<file path="src/v3au_pkg.sv">
`timescale 1ns / 1ps
// v3au_pkg: shared constants, codes, types and rounding helpers for the
// 3D vector ALU. No dependencies.
package v3au_pkg;

	localparam int FRAC_BITS = 16;
	localparam int NW        = 32 + FRAC_BITS;   // scaled dividend width
	localparam int SQ_STEPS  = 32;               // one root bit per stage
	localparam int DIV_STEPS = 32;               // one quotient bit per stage
	localparam int DIV_DEPTH = DIV_STEPS + 1;    // setup stage plus steps

	typedef logic [2:0]         kind_t;
	typedef logic signed [31:0] word_t;

	localparam kind_t K_ADD   = 3'd0;
	localparam kind_t K_SUB   = 3'd1;
	localparam kind_t K_SCALE = 3'd2;
	localparam kind_t K_DIV   = 3'd3;
	localparam kind_t K_DOT   = 3'd4;
	localparam kind_t K_CROSS = 3'd5;
	localparam kind_t K_MAG   = 3'd6;
	localparam kind_t K_NORM  = 3'd7;

	localparam word_t SMAX = 32'sh7fffffff;
	localparam word_t SMIN = 32'sh80000000;

	localparam logic signed [65:0] HALF66 = 66'sd1 <<< (FRAC_BITS - 1);
	localparam logic signed [65:0] MAX66  = 66'sd2147483647;
	localparam logic signed [65:0] MIN66  = -66'sd2147483648;

	// item state that rides along the root pipeline
	typedef struct packed {
		kind_t            kind;
		logic [2:0][31:0] r;
		logic [31:0]      rs;
		logic [2:0][31:0] amag;
		logic [2:0]       aneg;
		logic [31:0]      s;
	} side_t;

	// item state that rides along the divider pipeline
	typedef struct packed {
		kind_t            kind;
		logic [2:0][31:0] r;
		logic [31:0]      rs;
		logic             zden;
	} side2_t;

	// round a wide product sum to nearest (ties up), then saturate
	function automatic word_t fx_round(input logic signed [65:0] v);
		logic signed [65:0] t;
		t = (v + HALF66) >>> FRAC_BITS;
		if (t > MAX66) return SMAX;
		if (t < MIN66) return SMIN;
		return word_t'(t[31:0]);
	endfunction

	function automatic word_t sat33(input logic signed [32:0] v);
		if (v[32] != v[31]) return v[32] ? SMIN : SMAX;
		return word_t'(v[31:0]);
	endfunction

endpackage

</file>
<file path="src/v3au_div.sv">
`timescale 1ns / 1ps
// v3au_div: pipelined restoring divider for one lane, round(|a|*2^F/den)
// with ties away from zero, signed and saturated. Depends on v3au_pkg.
module v3au_div import v3au_pkg::*; (
	input  logic        clk,
	input  logic        en,
	input  logic [31:0] amag,
	input  logic        aneg,
	input  logic [31:0] den,
	input  logic        den_neg,
	output word_t       q
);

	logic [NW-1:0] num;
	logic [32:0]   rem_s [DIV_DEPTH];
	logic [31:0]   lo_s  [DIV_DEPTH];
	logic [31:0]   quo_s [DIV_DEPTH];
	logic [31:0]   den_s [DIV_DEPTH];
	logic          neg_s [DIV_DEPTH];
	logic          ovf_s [DIV_DEPTH];
	logic [31:0]   qf;

	// half the divisor is added up front so the floor quotient rounds
	assign num = (NW'(amag) << FRAC_BITS) + NW'(den >> 1);

	always_ff @(posedge clk) begin
		if (en) begin
			rem_s[0] <= 33'(num[NW-1:32]);
			lo_s[0]  <= num[31:0];
			quo_s[0] <= '0;
			den_s[0] <= den;
			neg_s[0] <= aneg ^ den_neg;
			ovf_s[0] <= (32'(num[NW-1:32]) >= den);  // quotient needs 33+ bits
		end
	end

	for (genvar k = 1; k < DIV_DEPTH; k++) begin : g_step
		logic [32:0] t;
		logic        ge;

		always_comb begin
			t  = {rem_s[k-1][31:0], lo_s[k-1][31]};
			ge = (t >= {1'b0, den_s[k-1]});
		end

		always_ff @(posedge clk) begin
			if (en) begin
				rem_s[k] <= ge ? t - {1'b0, den_s[k-1]} : t;
				lo_s[k]  <= lo_s[k-1] << 1;
				quo_s[k] <= {quo_s[k-1][30:0], ge};
				den_s[k] <= den_s[k-1];
				neg_s[k] <= neg_s[k-1];
				ovf_s[k] <= ovf_s[k-1];
			end
		end
	end

	assign qf = quo_s[DIV_DEPTH-1];

	always_comb begin
		if (ovf_s[DIV_DEPTH-1])
			q = neg_s[DIV_DEPTH-1] ? SMIN : SMAX;
		else if (neg_s[DIV_DEPTH-1])
			q = (qf > 32'h80000000) ? SMIN : word_t'(-qf);
		else
			q = qf[31] ? SMAX : word_t'(qf);
	end

endmodule

</file>
<file path="config.mk">
export PLATFORM = sky130hd
export DESIGN_NAME = v3au_div
export DESIGN_NICKNAME = d
export VERILOG_FILES = /design/src/v3au_pkg.sv /design/src/v3au_div.sv
export SDC_FILE = /design/constraint.sdc
export NUM_CORES = 2
export LEC_CHECK = 0
export BUFFER_PORTS_ARGS = -buffer_cell sky130_fd_sc_hd__buf_2
export CAP_MARGIN = 20
export CELL_PAD_IN_SITES_DETAIL_PLACEMENT = 1
export CELL_PAD_IN_SITES_GLOBAL_PLACEMENT = 2
export CORE_MARGIN = 1.5
export CORE_UTILIZATION = 45
export DETAILED_ROUTE_END_ITERATION = 12
export PLACE_DENSITY_LB_ADDON = 0.1
export RECOVER_POWER = 50
export SKIP_CTS_REPAIR_TIMING = 1
export SLEW_MARGIN = 20
export SYNTH_ARGS = -nofsm -noshare
export SYNTH_HDL_FRONTEND = slang
export SYNTH_MEMORY_MAX_BITS = 65536
export SYNTH_SLANG_ARGS = --single-unit
</file>
<file path="constraint.sdc">
create_clock -name clk -period 5.2 [get_ports clk]
set_input_delay 0.52 -clock clk [delete_from_list [all_inputs] [get_ports clk]]
set_output_delay 0.52 -clock clk [all_outputs]
set_load 0.01 [all_outputs]
</file>
## Yosys cells after proc, flatten, opt, wreduce, memory -nomap -nowiden

Memory sizes are Yosys's and may differ from the RTL's.
Cells that the tools add are included.

- $add $sub $neg: 34
- Magnitude comparators: 34
- Mux-type cells: 39
- Bitwise logic cells: 1

Operators by type and width:

| operator | count |
|---|---|
| >= comparator 33 x 32 -> 1 bit | 32 |
| 2-to-1 mux 33 bit | 32 |
| subtractor 33 x 32 -> 33 bit | 32 |
| 2-to-1 mux 32 bit | 4 |
| adder 48 x 31 -> 48 bit | 1 |
| >= comparator 16 x 32 -> 1 bit | 1 |
| greater-than comparator 32 bit, second input constant | 1 |
| negator 32 bit | 1 |
| 2-to-1 mux 31 bit | 1 |
| 2-to-1 mux 1 bit | 2 |
| bitwise XOR 1 bit | 1 |

- Flip-flop bits (word level): 0
- Memory bits (writable): 4,323
- Output and inout bits: 32
- Logic and storage cells: 114
- Memories kept: 6

Memory list:

| name | depth | width | read ports | clocked after memory_dff | wr ports | RTL line | source |
|---|---|---|---|---|---|---|---|
| rem_s | 33 | 33 | 32 | 0 | 33 | v3au_div.sv:15 | `logic [32:0] rem_s [DIV_DEPTH];` |
| den_s | 33 | 32 | 32 | 0 | 33 | v3au_div.sv:18 | `logic [31:0] den_s [DIV_DEPTH];` |
| lo_s | 33 | 32 | 32 | 0 | 33 | v3au_div.sv:16 | `logic [31:0] lo_s [DIV_DEPTH];` |
| quo_s | 33 | 32 | 33 | 0 | 33 | v3au_div.sv:17 | `logic [31:0] quo_s [DIV_DEPTH];` |
| neg_s | 33 | 1 | 33 | 0 | 33 | v3au_div.sv:19 | `logic neg_s [DIV_DEPTH];` |
| ovf_s | 33 | 1 | 33 | 0 | 33 | v3au_div.sv:20 | `logic ovf_s [DIV_DEPTH];` |

## Logic depth before layout (Yosys ltp)

- Depth after elaboration: 4
- Gate-level depth with buffers: 23
- Depth with buffers taken out: 23

## Worst setup path before layout

No wires, ideal clock.

- Path kind: input to register
- From: input port amag[0]
- To: memory ovf_s[0][0] (data pin)
- Setup time: 265 ps
- Arrival time: 4,246 ps
- Data required time: 4,935 ps
- Path slack: 690 ps
- Cell stages on the path: 23
- Cells stage by stage: ha_1 fa_1 a21o_1 a21oi_1 o21bai_1 a21oi_1 a211oi_1 o311a_1 nor2_1 nor2_1 o21a_1 xnor2_1 ha_1 nand2b_1 a21o_1 a21o_1 a21o_1 a21oi_1 nor2b_1 o21ai_0 a21oi_1 o21ai_0 a211oi_1

RTL lines:

| element | RTL line | source |
|---|---|---|
| start: declaration | v3au_div.sv:7 | `input logic [31:0] amag,` |
| end: declaration | v3au_div.sv:20 |  |

==> run_results.csv <==
group,metric,value,unit
place,place_area,156500,um^2
global_route,antenna_found_initial,11,
clock_tree,clock_latency,930,ps
floorplan,rows,211,
critical_path,cp-start-kind,"flop",
yosys,synth_cells,12950,
global_route,gr-total-overflow,0,
critical_path,r2r-start,"lo_s[0][479]$_DFFE_PP_",
clock_tree,clockBufferDepth,4,
critical_path,cp.depth,14,
critical_path,cp_cell_sequence,"inv_2 > ha_4 > nor3b_4 > nand4_1 > or4_4 > nor4_4 > nand2_1 > or3_4 > or3_4 > a21oi_4 > clkbuf_16 > o21ai_2 > a21oi_2 > buf_2",
yosys,yosys_most_used_dff,"edfxtp_1",
status,violations,"max-capacitance violations, max-slew violations",
critical_path,critPathCaptureType,"output port",
route,drc,0,
floorplan,die_height,580.4,um
sta,rsz0062_at_grt,"yes",
final_layout,final_cell_mix,"edfxtp_1 (2,762), inv_1 (1,283), a21oi_1 (1,053)",
critical_path,crit_top_cell,"or3_4",
route,vias_per_cell,5.635,
min_path,hold_start,"amag[1]",
global_route,grt_pass1_vias,104600,
yosys,synth_edf_count,2762,
critical_path,crit_fanout,5,
critical_path,critical-path-slowest-cell,"or4_4",
sta,setup_viol_count_final,0,
yosys,seq_area_frac_synth,55.28,%
critical_path,cp_top_family,"simple AND/OR/NAND/NOR gates",
global_route,track_usage,23.65,%
floorplan,dieWidth,580.4,um
yosys,async_flop_share,0,%
clock_tree,cts_buffers,314,
final_layout,fin_nets,14410,
yosys,ys_seq_elements,2762,
critical_path,slowest_delay,560,ps
clock_tree,htreeDepth,5,
sta,tightest_slew,4335,ps
place,portBuffers,99,
status,run_status,"finished with violations",
final_layout,nFillCells,34590,
critical_path,crit_buf_inv,3,
critical_path,rrSetupSlack,570,ps
min_path,hold_class,"in2reg",
power_and_ir_drop,leakage,67.26,nW
route,finalWirelength,405.7,mm
min_path,whs_path_depth,2,
place,post-dp-hpwl,309.1,mm
sta,hold_viol,0,
final_layout,drive_gt1_share,7.938,%
critical_path,crit_type,"reg2out",
place,place_congestion,0.8746,
sta,max_slew_margin,-189.0,%
sta,skew,48.09,ps
yosys,yosys_warnings,0,
route,wire_per_inst,22.68,um
route,firstDrtPassIters,5,
floorplan,dieArea,336900,um^2
critical_path,reg2reg_to,"rem_s[0][523]$_DFFE_PP_",
clock_tree,cts_tree,"built",
final_layout,final_common_cell,"edfxtp_1",
critical_path,setup.worst_path.start,"quo_s[1][1]$_DFFE_PP_",
sta,fin_crit_sh,97.60,%
floorplan,io_pins,100,
critical_path,reg2reg_depth,13,
critical_path,crit_arrival,4560,ps
sta,maxSlewViolCount,103,
final_layout,syn_to_final_growth,11.71,%
floorplan,fp.coreArea,331100,um^2
clock_tree,root_buffer,"clkbuf_16",
power_and_ir_drop,totalPowerFinal,105.6,mW
sta,setup_tns,0,ps
route,vias,100800,
yosys,syn_nets,14090,
global_route,grt_start_max_net_pins,165,
final_layout,postLayoutCellArea,167600,um^2
sta,max_clock_freq,0.1970,GHz
sta,post-route-min-period,5075,ps
yosys,netlist_area,150000,um^2
route,drt_iter0_drc,6304,
route,drtAntennaViolNets,0,
floorplan,initial_core_util,45.32,%
critical_path,cp.required,4680,ps
global_route,grt_pass1_wl,627.7,mm
power_and_ir_drop,powerDensity,629.7,nW/um^2
min_path,min_to,"lo_s[0][17]$_DFFE_PP_",
yosys,synth_cell_types,106,
clock_tree,clkSinkCount,2762,
clock_tree,clkTransAtPathRegs,60,ps
yosys,avgSynthCellArea,11.59,um^2
flow_run,drv_cap,1,
power_and_ir_drop,peakVddDrop,0.3259,mV
-- cell families (layout without fill, tap and decap cells) --
group           count (synthesis)  after routing  share of synthesized area, %
simple gates                 2804           2804                         8.984
buf+inv                      1615           2186                         4.082
compound gates               3405           3405                         14.30
fa+ha+maj                    1073           1073                         9.108
mux                           461            461                         3.428
flops                        2762           2762                         55.28
other cells                     0              8                             0
xor+xnor                      826            826                         4.822
-- synth_stat cells (all sizes together) (34+ instances only) --
library cell / instances / area share, %
and2: 49 / 0.20
xor2: 317 / 1.9
ha: 1041 / 8.7
inv: 1292 / 3.2
xnor2: 509 / 3.0
nand2b: 131 / 0.55
nor2b: 155 / 0.65
or2: 34 / 0.14
a31oi: 90 / 0.38
o21bai: 97 / 0.49
nand4: 158 / 0.66
o21a: 181 / 0.91
nand2: 842 / 2.1
a21boi: 35 / 0.18
mux2: 420 / 3.2
nor3: 157 / 0.54
a21oi: 1067 / 3.6
buf: 58 / 0.19
nor4: 54 / 0.24
o211ai: 47 / 0.24
or3: 62 / 0.26
a21o: 472 / 2.4
nand3: 207 / 0.69
a211oi: 95 / 0.49
o21ai: 814 / 2.7
mux2i: 41 / 0.27
nor2: 726 / 1.8
and3: 106 / 0.44
edfxtp: 2762 / 55
clkbuf: 265 / 0.66
o31a: 53 / 0.31
o31ai: 83 / 0.43
-- worst max path at each step --
stage	end
3_5_place_dp	ovf_s[0][0]$_DFFE_PP_
3_3_place_gp	ovf_s[0][0]$_DFFE_PP_
4_1_cts	q[15]
6_report	q[10]
2_1_floorplan	ovf_s[0][0]$_DFFE_PP_
5_1_grt	q[10]
-- area by class of cell --
type                    instances  area (um^2)  area share [%]
repair buffers                327         2531           1.510
multi-input cells            8569        61300           36.57
diodes                          8        20.02         0.01194
clock inverters               214         2447           1.460
flip-flops and latches       2762        82940           49.48
inverters                    1292         4850           2.893
clock buffers                 353         8068           4.813
well taps                    4366         5463           3.259
-- worst reg2reg max path: stages (launching register included) --
cell and delay (ps):
edfxtp_1 400, inv_1 80, ha_1 190, fa_1 220, nand2b_1 110, a21boi_0 150, o21ai_0 410, a21oi_1 240
o311ai_0 1010, o21ai_0 570, a211o_1 390, a31o_2 240, xnor2_1 120, mux2_2 260
-- sequential cells by signal (all words and copies together) (netlist names) --
signal,count
neg_s,33
rem_s,1008
quo_s,528
ovf_s,33
lo_s,136
den_s,1024
-- per-stage QoR --
stage	hold slack (ps)	std cells	util (%)	setup WS, ps
finish	30.36	17890	50.63	124.9
global route	0.09798	17890	50.63	-61.83
CTS	-273.3	17820	50.45	-95.79
detailed placement	405.2	17250	47.27	-131.2
global placement	400.5	17250	47.27	-364.4
floorplan	400.3	12950	-	689.6
-- where the power goes --
group / switching (mW) / leakage, nW / total [mW] / internal (mW)
Combinational: 27.1 / 35.2 / 46.7 / 19.6
Sequential: 3.60 / 27.0 / 36.0 / 32.4
Clock: 9.36 / 5.08 / 22.8 / 13.5
-- layer usage --
layer / part of all wire (%) / GRT usage (%) / wire [um] / vias up
met4: 2.4 / 5.766 / 9651 / 0
met5: 0 / 0 / 0 / -
met1: 48 / 33.59 / 193600 / 50450
li1: - / - / - / 48460
met3: 3.0 / 2.087 / 12110 / 487
met2: 47 / 39.11 / 190400 / 1421
Power figures use the tool's default switching activity.
