### src/v3au_pkg.sv
`timescale 1ns / 1ps
// v3au_pkg: shared constants, codes, types and rounding helpers for the
// 3D vector ALU. No dependencies.
package v3au_pkg;

	localparam int FRAC_BITS = 16;
	localparam int NW        = 32 + FRAC_BITS;   // scaled dividend width
	localparam int SQ_STEPS  = 32;               // one root bit per stage
	localparam int DIV_STEPS = 32;               // one quotient bit per stage
	localparam int DIV_DEPTH = DIV_STEPS + 1;    // setup stage plus steps

	typedef logic [2:0]         kind_t;
	typedef logic signed [31:0] word_t;

	localparam kind_t K_ADD   = 3'd0;
	localparam kind_t K_SUB   = 3'd1;
	localparam kind_t K_SCALE = 3'd2;
	localparam kind_t K_DIV   = 3'd3;
	localparam kind_t K_DOT   = 3'd4;
	localparam kind_t K_CROSS = 3'd5;
	localparam kind_t K_MAG   = 3'd6;
	localparam kind_t K_NORM  = 3'd7;

	localparam word_t SMAX = 32'sh7fffffff;
	localparam word_t SMIN = 32'sh80000000;

	localparam logic signed [65:0] HALF66 = 66'sd1 <<< (FRAC_BITS - 1);
	localparam logic signed [65:0] MAX66  = 66'sd2147483647;
	localparam logic signed [65:0] MIN66  = -66'sd2147483648;

	// item state that rides along the root pipeline
	typedef struct packed {
		kind_t            kind;
		logic [2:0][31:0] r;
		logic [31:0]      rs;
		logic [2:0][31:0] amag;
		logic [2:0]       aneg;
		logic [31:0]      s;
	} side_t;

	// item state that rides along the divider pipeline
	typedef struct packed {
		kind_t            kind;
		logic [2:0][31:0] r;
		logic [31:0]      rs;
		logic             zden;
	} side2_t;

	// round a wide product sum to nearest (ties up), then saturate
	function automatic word_t fx_round(input logic signed [65:0] v);
		logic signed [65:0] t;
		t = (v + HALF66) >>> FRAC_BITS;
		if (t > MAX66) return SMAX;
		if (t < MIN66) return SMIN;
		return word_t'(t[31:0]);
	endfunction

	function automatic word_t sat33(input logic signed [32:0] v);
		if (v[32] != v[31]) return v[32] ? SMIN : SMAX;
		return word_t'(v[31:0]);
	endfunction

endpackage

### src/v3au_merge.sv
`timescale 1ns / 1ps
// v3au_merge: combines the three lane products into the dot product and
// the sum of squares (stages s2, s3). Depends on v3au_pkg.
module v3au_merge import v3au_pkg::*; (
	input  logic               clk,
	input  logic               en,
	input  logic signed [63:0] p_x,
	input  logic signed [63:0] p_y,
	input  logic signed [63:0] p_z,
	output word_t              dot_s3,
	output logic [63:0]        sq_s3
);

	logic signed [65:0] sum_s2;

	always_ff @(posedge clk) begin
		if (en) begin
			sum_s2 <= 66'(p_x) + 66'(p_y) + 66'(p_z);
			dot_s3 <= fx_round(sum_s2);
			sq_s3  <= sum_s2[63:0];   // squares: nonnegative, below 2^64
		end
	end

endmodule

### config.mk
export PLATFORM = sky130hd
export DESIGN_NAME = v3au_merge
export DESIGN_NICKNAME = d
export VERILOG_FILES = /design/src/v3au_pkg.sv /design/src/v3au_merge.sv
export SDC_FILE = /design/constraint.sdc
export NUM_CORES = 1
export LEC_CHECK = 0
export BUFFER_PORTS_ARGS = -buffer_cell sky130_fd_sc_hd__buf_4
export CAP_MARGIN = 10
export CELL_PAD_IN_SITES_DETAIL_PLACEMENT = 1
export CELL_PAD_IN_SITES_GLOBAL_PLACEMENT = 1
export CORE_MARGIN = 2
export CORE_UTILIZATION = 38
export DETAILED_ROUTE_END_ITERATION = 8
export GPL_TIMING_DRIVEN = 0
export PLACE_DENSITY_LB_ADDON = 0.08
export SETUP_SLACK_MARGIN = 0.05
export SLEW_MARGIN = 10
export SYNTH_ARGS = -nofsm -noshare
export SYNTH_HDL_FRONTEND = slang
export SYNTH_SLANG_ARGS = --single-unit
### constraint.sdc
create_clock -name clk -period 3.5 [get_ports clk]
set_input_delay 0.35 -clock clk [delete_from_list [all_inputs] [get_ports clk]]
set_output_delay 0.35 -clock clk [all_outputs]
set_load 0.05 [all_outputs]
; Yosys cells after proc, flatten, opt, wreduce, memory -nomap -nowiden
; Cells that the tools add are included.
[word_totals]
latch_bits = 0
mem_bits_ro = 0
input_bits = 194
reg_bits = 162
output_inout_bits = 96
word_cells = 17
ramBits = 0
mem_count = 0
[op_classes]
n_lt_le_gt_ge = 2
mux = 9
div_mod_pow = 0
n_bitwise = 0
add_sub_neg = 3
reduce_logical = 0
n_eq_ne = 0
n_shift = 0
mul = 0
[op_table]
columns = op, n
row1 = 2-to-1 mux 32 bit, 4
row2 = adder 65 x 64 -> 66 bit, 1
row3 = adder 66 x 17 -> 66 bit (second input constant), 1
row4 = adder 64 x 64 -> 65 bit, 1
row5 = > comparator 50 x 32 -> 1 bit (second input constant), 1
row6 = < comparator 50 x 32 -> 1 bit (second input constant), 1
row7 = 2-to-1 mux 1 bit, 5

; Depth between registers and ports, before layout
; Gate-level depths: netlist of run 1.
[depth]
depth_word = 8
depth_mapped = 14
ltp_nobuf = 14

; Least setup slack after synthesis of run 1
; OpenSTA, ideal clock, no wires.
[synth_path]
path_type = in2reg
start = input port p_x[1]
end = register sum_s2[57] (data pin)
required_ns = 3.238
stages = 12
setup_slack_ns = 0.190
arrival_time_ns = 3.048
path_buffers = 0
setup_ns = 0.262
path_cell_list = fa_1 > ha_1 > fa_1 > a21o_1 > a31oi_1 > o21ai_0 > a21bo_2 > a21oi_1 > o32a_1 > o211ai_1 > a21o_1 > xor2_1
[synth_via]
elab_chain_cells = 2
[synth_rtl]
columns = element, line_no
row1 = from (decl), v3au_merge.sv:7  ; input logic signed [63:0] p_x,
row2 = adder 64 x 64 -> 65 bit, v3au_merge.sv:18  ; sum_s2 <= 66'(p_x) + 66'(p_y) + 66'(p_z);
row3 = adder 65 x 64 -> 66 bit, v3au_merge.sv:18
row4 = to (signal assigned), v3au_merge.sv:18
row5 = to (decl), v3au_merge.sv:14  ; logic signed [65:0] sum_s2;
; No other way between the ends.
; A chain may end at the register's enable or synchronous reset.

; Final worst setup path of run 1
[layout_path]
start = input port p_x[10]
end = register sum_s2[61] (data pin)
; The elaborated chain is that of the path after synthesis.

==> metrics.yaml, run 1 <==
grt.busiest_layer: "met2"
final_hold_viol_count: 0
antenna_left: 0
grtUsageMet2_pct: 33.7
critical_path_required_ns: 3.72
cp_max_fo: 7
dp_hpwl_um: 26400
ctsHtreeMaxLevel: 4
drt_iter0_markers: 518
die_w_um: 178
routed_via_density: 5.32
dp_cells: 1718
ys_async_sr_fraction_pct: 0
holdWs_ns: 0.394
min_period_ns: 3.52
synth_top_area_share_pct: 42.3
avgSynthCellArea_um2: 11.1
crit_chain: "buf_4 > fa_1 > ha_1 > a2111oi_0 > o21ai_2 > a21bo_4 > a21oi_4 > o32a_1 > o211ai_1 > a21o_1 > a211oi_2"
synth_cell_types: 70
io_buffers: 289
synth_edf_count: 162
ys_seq_elements: 162
clock_skew_ns: 0.0166
wire_per_inst_um: 18.5
numCtsBuffers: 17
antenna_found_initial: 0
antenna_cells: 0
failed_checks: "setup timing"
ys.warnings.count: 0
report.final.slew_viol_count: 0
synth_top_area_cell: "edfxtp_1"
slowest_delay_ns: 0.74
worst_setup_path_end_kind: "register"
final_common_cell: "buf_4"
ir_drop_mv: 0.286
setup.worst_path.start_class: "primary input"
setup_viol: 1
clk_pin_slew_worst_paths_ns: 0.07
cpMaxStageDelayCell: "a2111oi_0"
grt_use_met3_pct: 2.87
grt_max_degree: 89
vias: 9437
worstSetupPathType: "primary input to register"
ys.flop_type: "edfxtp_1"
io-pin-count: 290
grt.total_usage_pct: 20.6
clk_latency_ns: 0.43
seq_area_um2: 4860
hold_class: "primary input to register"
synth.area.top_cells: "edfxtp_1 (42%), fa_1 (11%), ha_1 (7.1%), a21oi_1 (4.1%), xnor2_1 (3.9%)"
multi_input_area_um2: 6640
final_nets: 1695
cts_tree: "built"
fmax_mhz: 284
fillers: 3242
rows: 63
drt-pass1-iter-count: 5
syn_inst: 1038
syn_nets: 1362
core-area_um2: 29700
grt_first_pass_wirelength_um: 51100
clockBufferDepth: 2
drive_above_1_share_pct: 30.7
layout_common_cells: "buf_4 (318), edfxtp_1 (162), a21oi_1 (87)"
max_slew_margin_pct: 43.2
finish.utilization_pct: 51.5
fin_cells: 1774
wl_um: 32900
power.density_nw_per_um2: 589
p_leak_nw: 6.20
syn_to_final_growth_pct: 33.1
root_buffer: "clkbuf_16"
die_area_um2: 31600
die_y_um: 178
rsz0062_at_grt: "yes"
synth_area_um2: 11500
seq_area_frac_synth_pct: 42.3
arrival_ns: 3.74
grt_pass1_vias: 9772
overflow: 0
start_util_pct: 38.7
tightest_slew_ns: 0.849
finalWeightedCongestion: 0.834
cts_sinks: 162
max_cap_violations: 0
grt_util_met1_pct: 28.5
status: "complete, but fails checks"
timing.final.crit_share_pct: 100
drc: 0
setup_ws_ns: -0.0163
## synth_stat cells, drive strengths merged (16+ instances only)
cell type and count:
nand3 40, clkbuf 29, nand2 64, a21oi 95
and3 16, nor2 61, fa 65, o21ai 67
ha 65, xnor2 51, nand4 33, xor2 46
inv 29, a21o 40, edfxtp 162
## report_power, final
group,internal (mW),switching [mW],total (mW)
Combinational,1.54,2.43,3.97
Sequential,2.80,0.398,3.20
Clock,0.960,0.885,1.84
## final timing paths
check	end	cells past startpoint	slack, ns	startpoint
worst max-delay path	sum_s2[61]	11	-0.02	p_x[10]
worst min-delay path	sq_s3[58]	1	0.39	en
worst max register to register	dot_s3[17]	13	0.16	sum_s2[29]
worst min register to register	sq_s3[0]	0	0.42	sum_s2[0]
## repair_timing
action	in CTS	in global routing
buffers inserted	7	23
pin swaps	5	14
gates cloned	0	2
endpoints found under the setup margin	58	49
gates resized for setup	33	47
hold buffers	0	0
## worst max-delay path, delay by kind of cell
family | cells | cell delay (ns)
compound gates | 8 | 2.38
fa+ha+maj | 2 | 0.89
buf+inv | 1 | 0.11
## layout make-up
class / instances / area share, %
sequential: 162 / 31.8
tap: 390 / 3.19
inverter: 29 / 0.712
clock buffer: 17 / 2.78
clock inverter: 15 / 1.02
buffer: 26 / 0.949
timing repair buffer: 322 / 16.1
multi-input combinational: 813 / 43.4
## flip-flops by register name, indices dropped and copies added, names as in the netlist
signal  count
sq_s3      64
dot_s3     32
sum_s2     66
## kinds of logic (layout without fill, tap and decap cells)
| logic type | count (synthesis) | after routing | share of synthesized area, % |
|---|---|---|---|
| AND/OR/NAND/NOR | 294 | 294 | 13.4 |
| XOR/XNOR | 97 | 97 | 7.39 |
| adder cells (fa/ha/maj) | 130 | 130 | 18.4 |
| flip-flops | 162 | 162 | 42.3 |
| buffers and inverters | 63 | 409 | 2.25 |
| AO/OA/AOI/OAI | 285 | 285 | 15.5 |
| multiplexers | 7 | 7 | 0.632 |
## routing by layer
layer	vias up	wire [um]	share of wire (%)
met1	4602	15100	46
met2	258	15700	48
li1	4549	-	-
met3	28	1430	4.3
met5	-	0	0
met4	0	662	2.0
## metrics by stage
stage,area (um^2),power [mW],TNS (ns),setup WS (ns)
2_1_floorplan,11500,5.61,0,0.190
3_3_place_gp,14100,6.85,-33.97,-1.01
3_5_place_dp,14200,6.93,-35.90,-1.06
4_1_cts,14900,8.87,0,0.0505
5_1_grt,15300,9.50,-0.0696,-0.0483
6_report,15300,9.01,-0.0163,-0.0163
No activity file was read; power rests on OpenSTA's default activity.
==> inputs of run 2 (changes only) <==
==> constraint.sdc (replaced) <==
create_clock -name clk -period 3.5 [get_ports clk]
set_input_delay 0.175 -clock clk [delete_from_list [all_inputs] [get_ports clk]]
set_output_delay 0.175 -clock clk [all_outputs]
set_load 0.05 [all_outputs]
==> metrics.yaml, run 2 (synthesis results as in run 1) <==
status: "finished clean"
syn_to_final_growth_pct: 32.6
total_power_mw: 8.98
arrival_ns: 3.52
max_slew_margin_pct: 43.3
worst_setup_path_end_kind: "register"
ctsHtreeMaxLevel: 4
grt_pass1_vias: 9773
holdWs_ns: 0.217
rsz0062_at_grt: "no"
ir_drop_mv: 0.288
timing.final.crit_share_pct: 95.4
fin_cells: 1777
reg2reg_slack_ns: 0.16
antenna_left: 0
setup_viol: 0
min_from: "en"
dp_hpwl_um: 26400
final_hold_viol_count: 0
postCtsHoldBufs: 0
routed_via_density: 5.34
report.final.slew_viol_count: 0
grt.total_usage_pct: 20.6
start_util_pct: 38.7
fillers: 3253
io-pin-count: 290
clk_pin_slew_worst_paths_ns: 0.08
final_common_cell: "buf_4"
clockBufferDepth: 2
worstSetupPathType: "register to register"
slowest_delay_ns: 0.55
die_area_um2: 31600
grt_first_pass_wirelength_um: 51100
power.density_nw_per_um2: 589
cpMaxStageDelayCell: "or4_4"
crit_chain: "buf_4 > and4_1 > nand4_1 > nor4_4 > buf_6 > nand3_2 > xor2_2 > nand4_1 > or4_4 > o41ai_4 > buf_6 > buf_8 > o21ai_1"
critical_path_required_ns: 3.68
clk_latency_ns: 0.43
final_nets: 1698
r2r-start: "sum_s2[29]"
place_ws_ns: -0.888
io_buffers: 289
min_period_ns: 3.34
tightest_slew_ns: 0.848
max_cap_violations: 0
antenna_found_initial: 0
crit_path_start: "sum_s2[29]"
wire_per_inst_um: 18.5
die_y_um: 178
dp_cells: 1718
cp_max_fo: 10
wl_um: 32900
cts_sinks: 162
p_leak_nw: 6.20
rows: 63
die_w_um: 178
core-area_um2: 29700
overflow: 0
fmax_mhz: 299
hold_class: "primary input to register"
setup.worst_path.start_class: "register"
finalWeightedCongestion: 0.834
drc: 0
drt_iter0_markers: 522
vias: 9492
largest_reg_flops: 66
drive_above_1_share_pct: 30.1
setup_ws_ns: 0.161
antenna_cells: 0
root_buffer: "clkbuf_16"
drt-pass1-iter-count: 5
cts_tree: "built"
regMostFlops: "sum_s2"
layout_common_cells: "buf_4 (317), edfxtp_1 (162), a21oi_1 (88)"
largest_registers: "sum_s2: 66 flops, sq_s3: 64 flops, dot_s3: 32 flops"
numCtsBuffers: 17
grt_max_degree: 89
clock_skew_ns: 0.0153
[run 2: final cells by class]
type	instances	area, um^2	area share, %
multi-input combinational	813	6570	43.2
inverter	29	109	0.715
clock buffer	17	425	2.79
clock inverter	15	156	1.03
timing repair buffer	321	2460	16.1
buffer	30	160	1.05
sequential	162	4860	31.9
tap	390	488	3.20
[run 2: power by group]
| part | switching [mW] | internal [mW] | leakage, nW | total, mW |
|---|---|---|---|---|
| clock | 0.884 | 0.959 | 0.286 | 1.84 |
| sequential | 0.400 | 2.80 | 1.58 | 3.20 |
| combinational | 2.42 | 1.51 | 4.34 | 3.93 |
[run 2: final timing paths]
path / cells after the start / endpoint
hold reg to reg: 0 / sq_s3[0]
setup reg to reg: 13 / dot_s3[17]
setup / recovery: 13 / dot_s3[17]
hold / removal: 1 / sq_s3[58]
[run 2: metal layers]
| layer | share of wire [%] | track usage [%] |
|---|---|---|
| met5 | 0 | 0 |
| met4 | 1.9 | 5.50 |
| met3 | 4.3 | 2.83 |
| met2 | 48 | 33.8 |
| met1 | 46 | 28.6 |
[run 2: what timing repair did]
item / in CTS / in global routing
buffers inserted: 6 / 23
gates cloned: 0 / 2
resized for setup: 23 / 44
pin swaps: 3 / 8
setup endpoints to repair: 47 / 46
[run 2: per-stage QoR]
stage          TNS [ns]  instance area [um^2]  utilization (%)
2_1_floorplan         0                 11500                -
5_1_grt               0                 15200             51.3
6_report              0                 15200             51.3
3_3_place_gp     -27.01                 14100             47.6
4_1_cts               0                 14900             50.1
3_5_place_dp     -28.55                 14200             47.7
[run 2: critical path: cells and delay by family (launching register included)]
kind | cells | cell delay [ns]
AOI/OAI and AO/OA | 2 | 0.42
xor gates and xnor gates | 1 | 0.17
and+or+nand+nor | 6 | 1.38
DFF | 1 | 0.45
buffers and inverters | 4 | 0.67
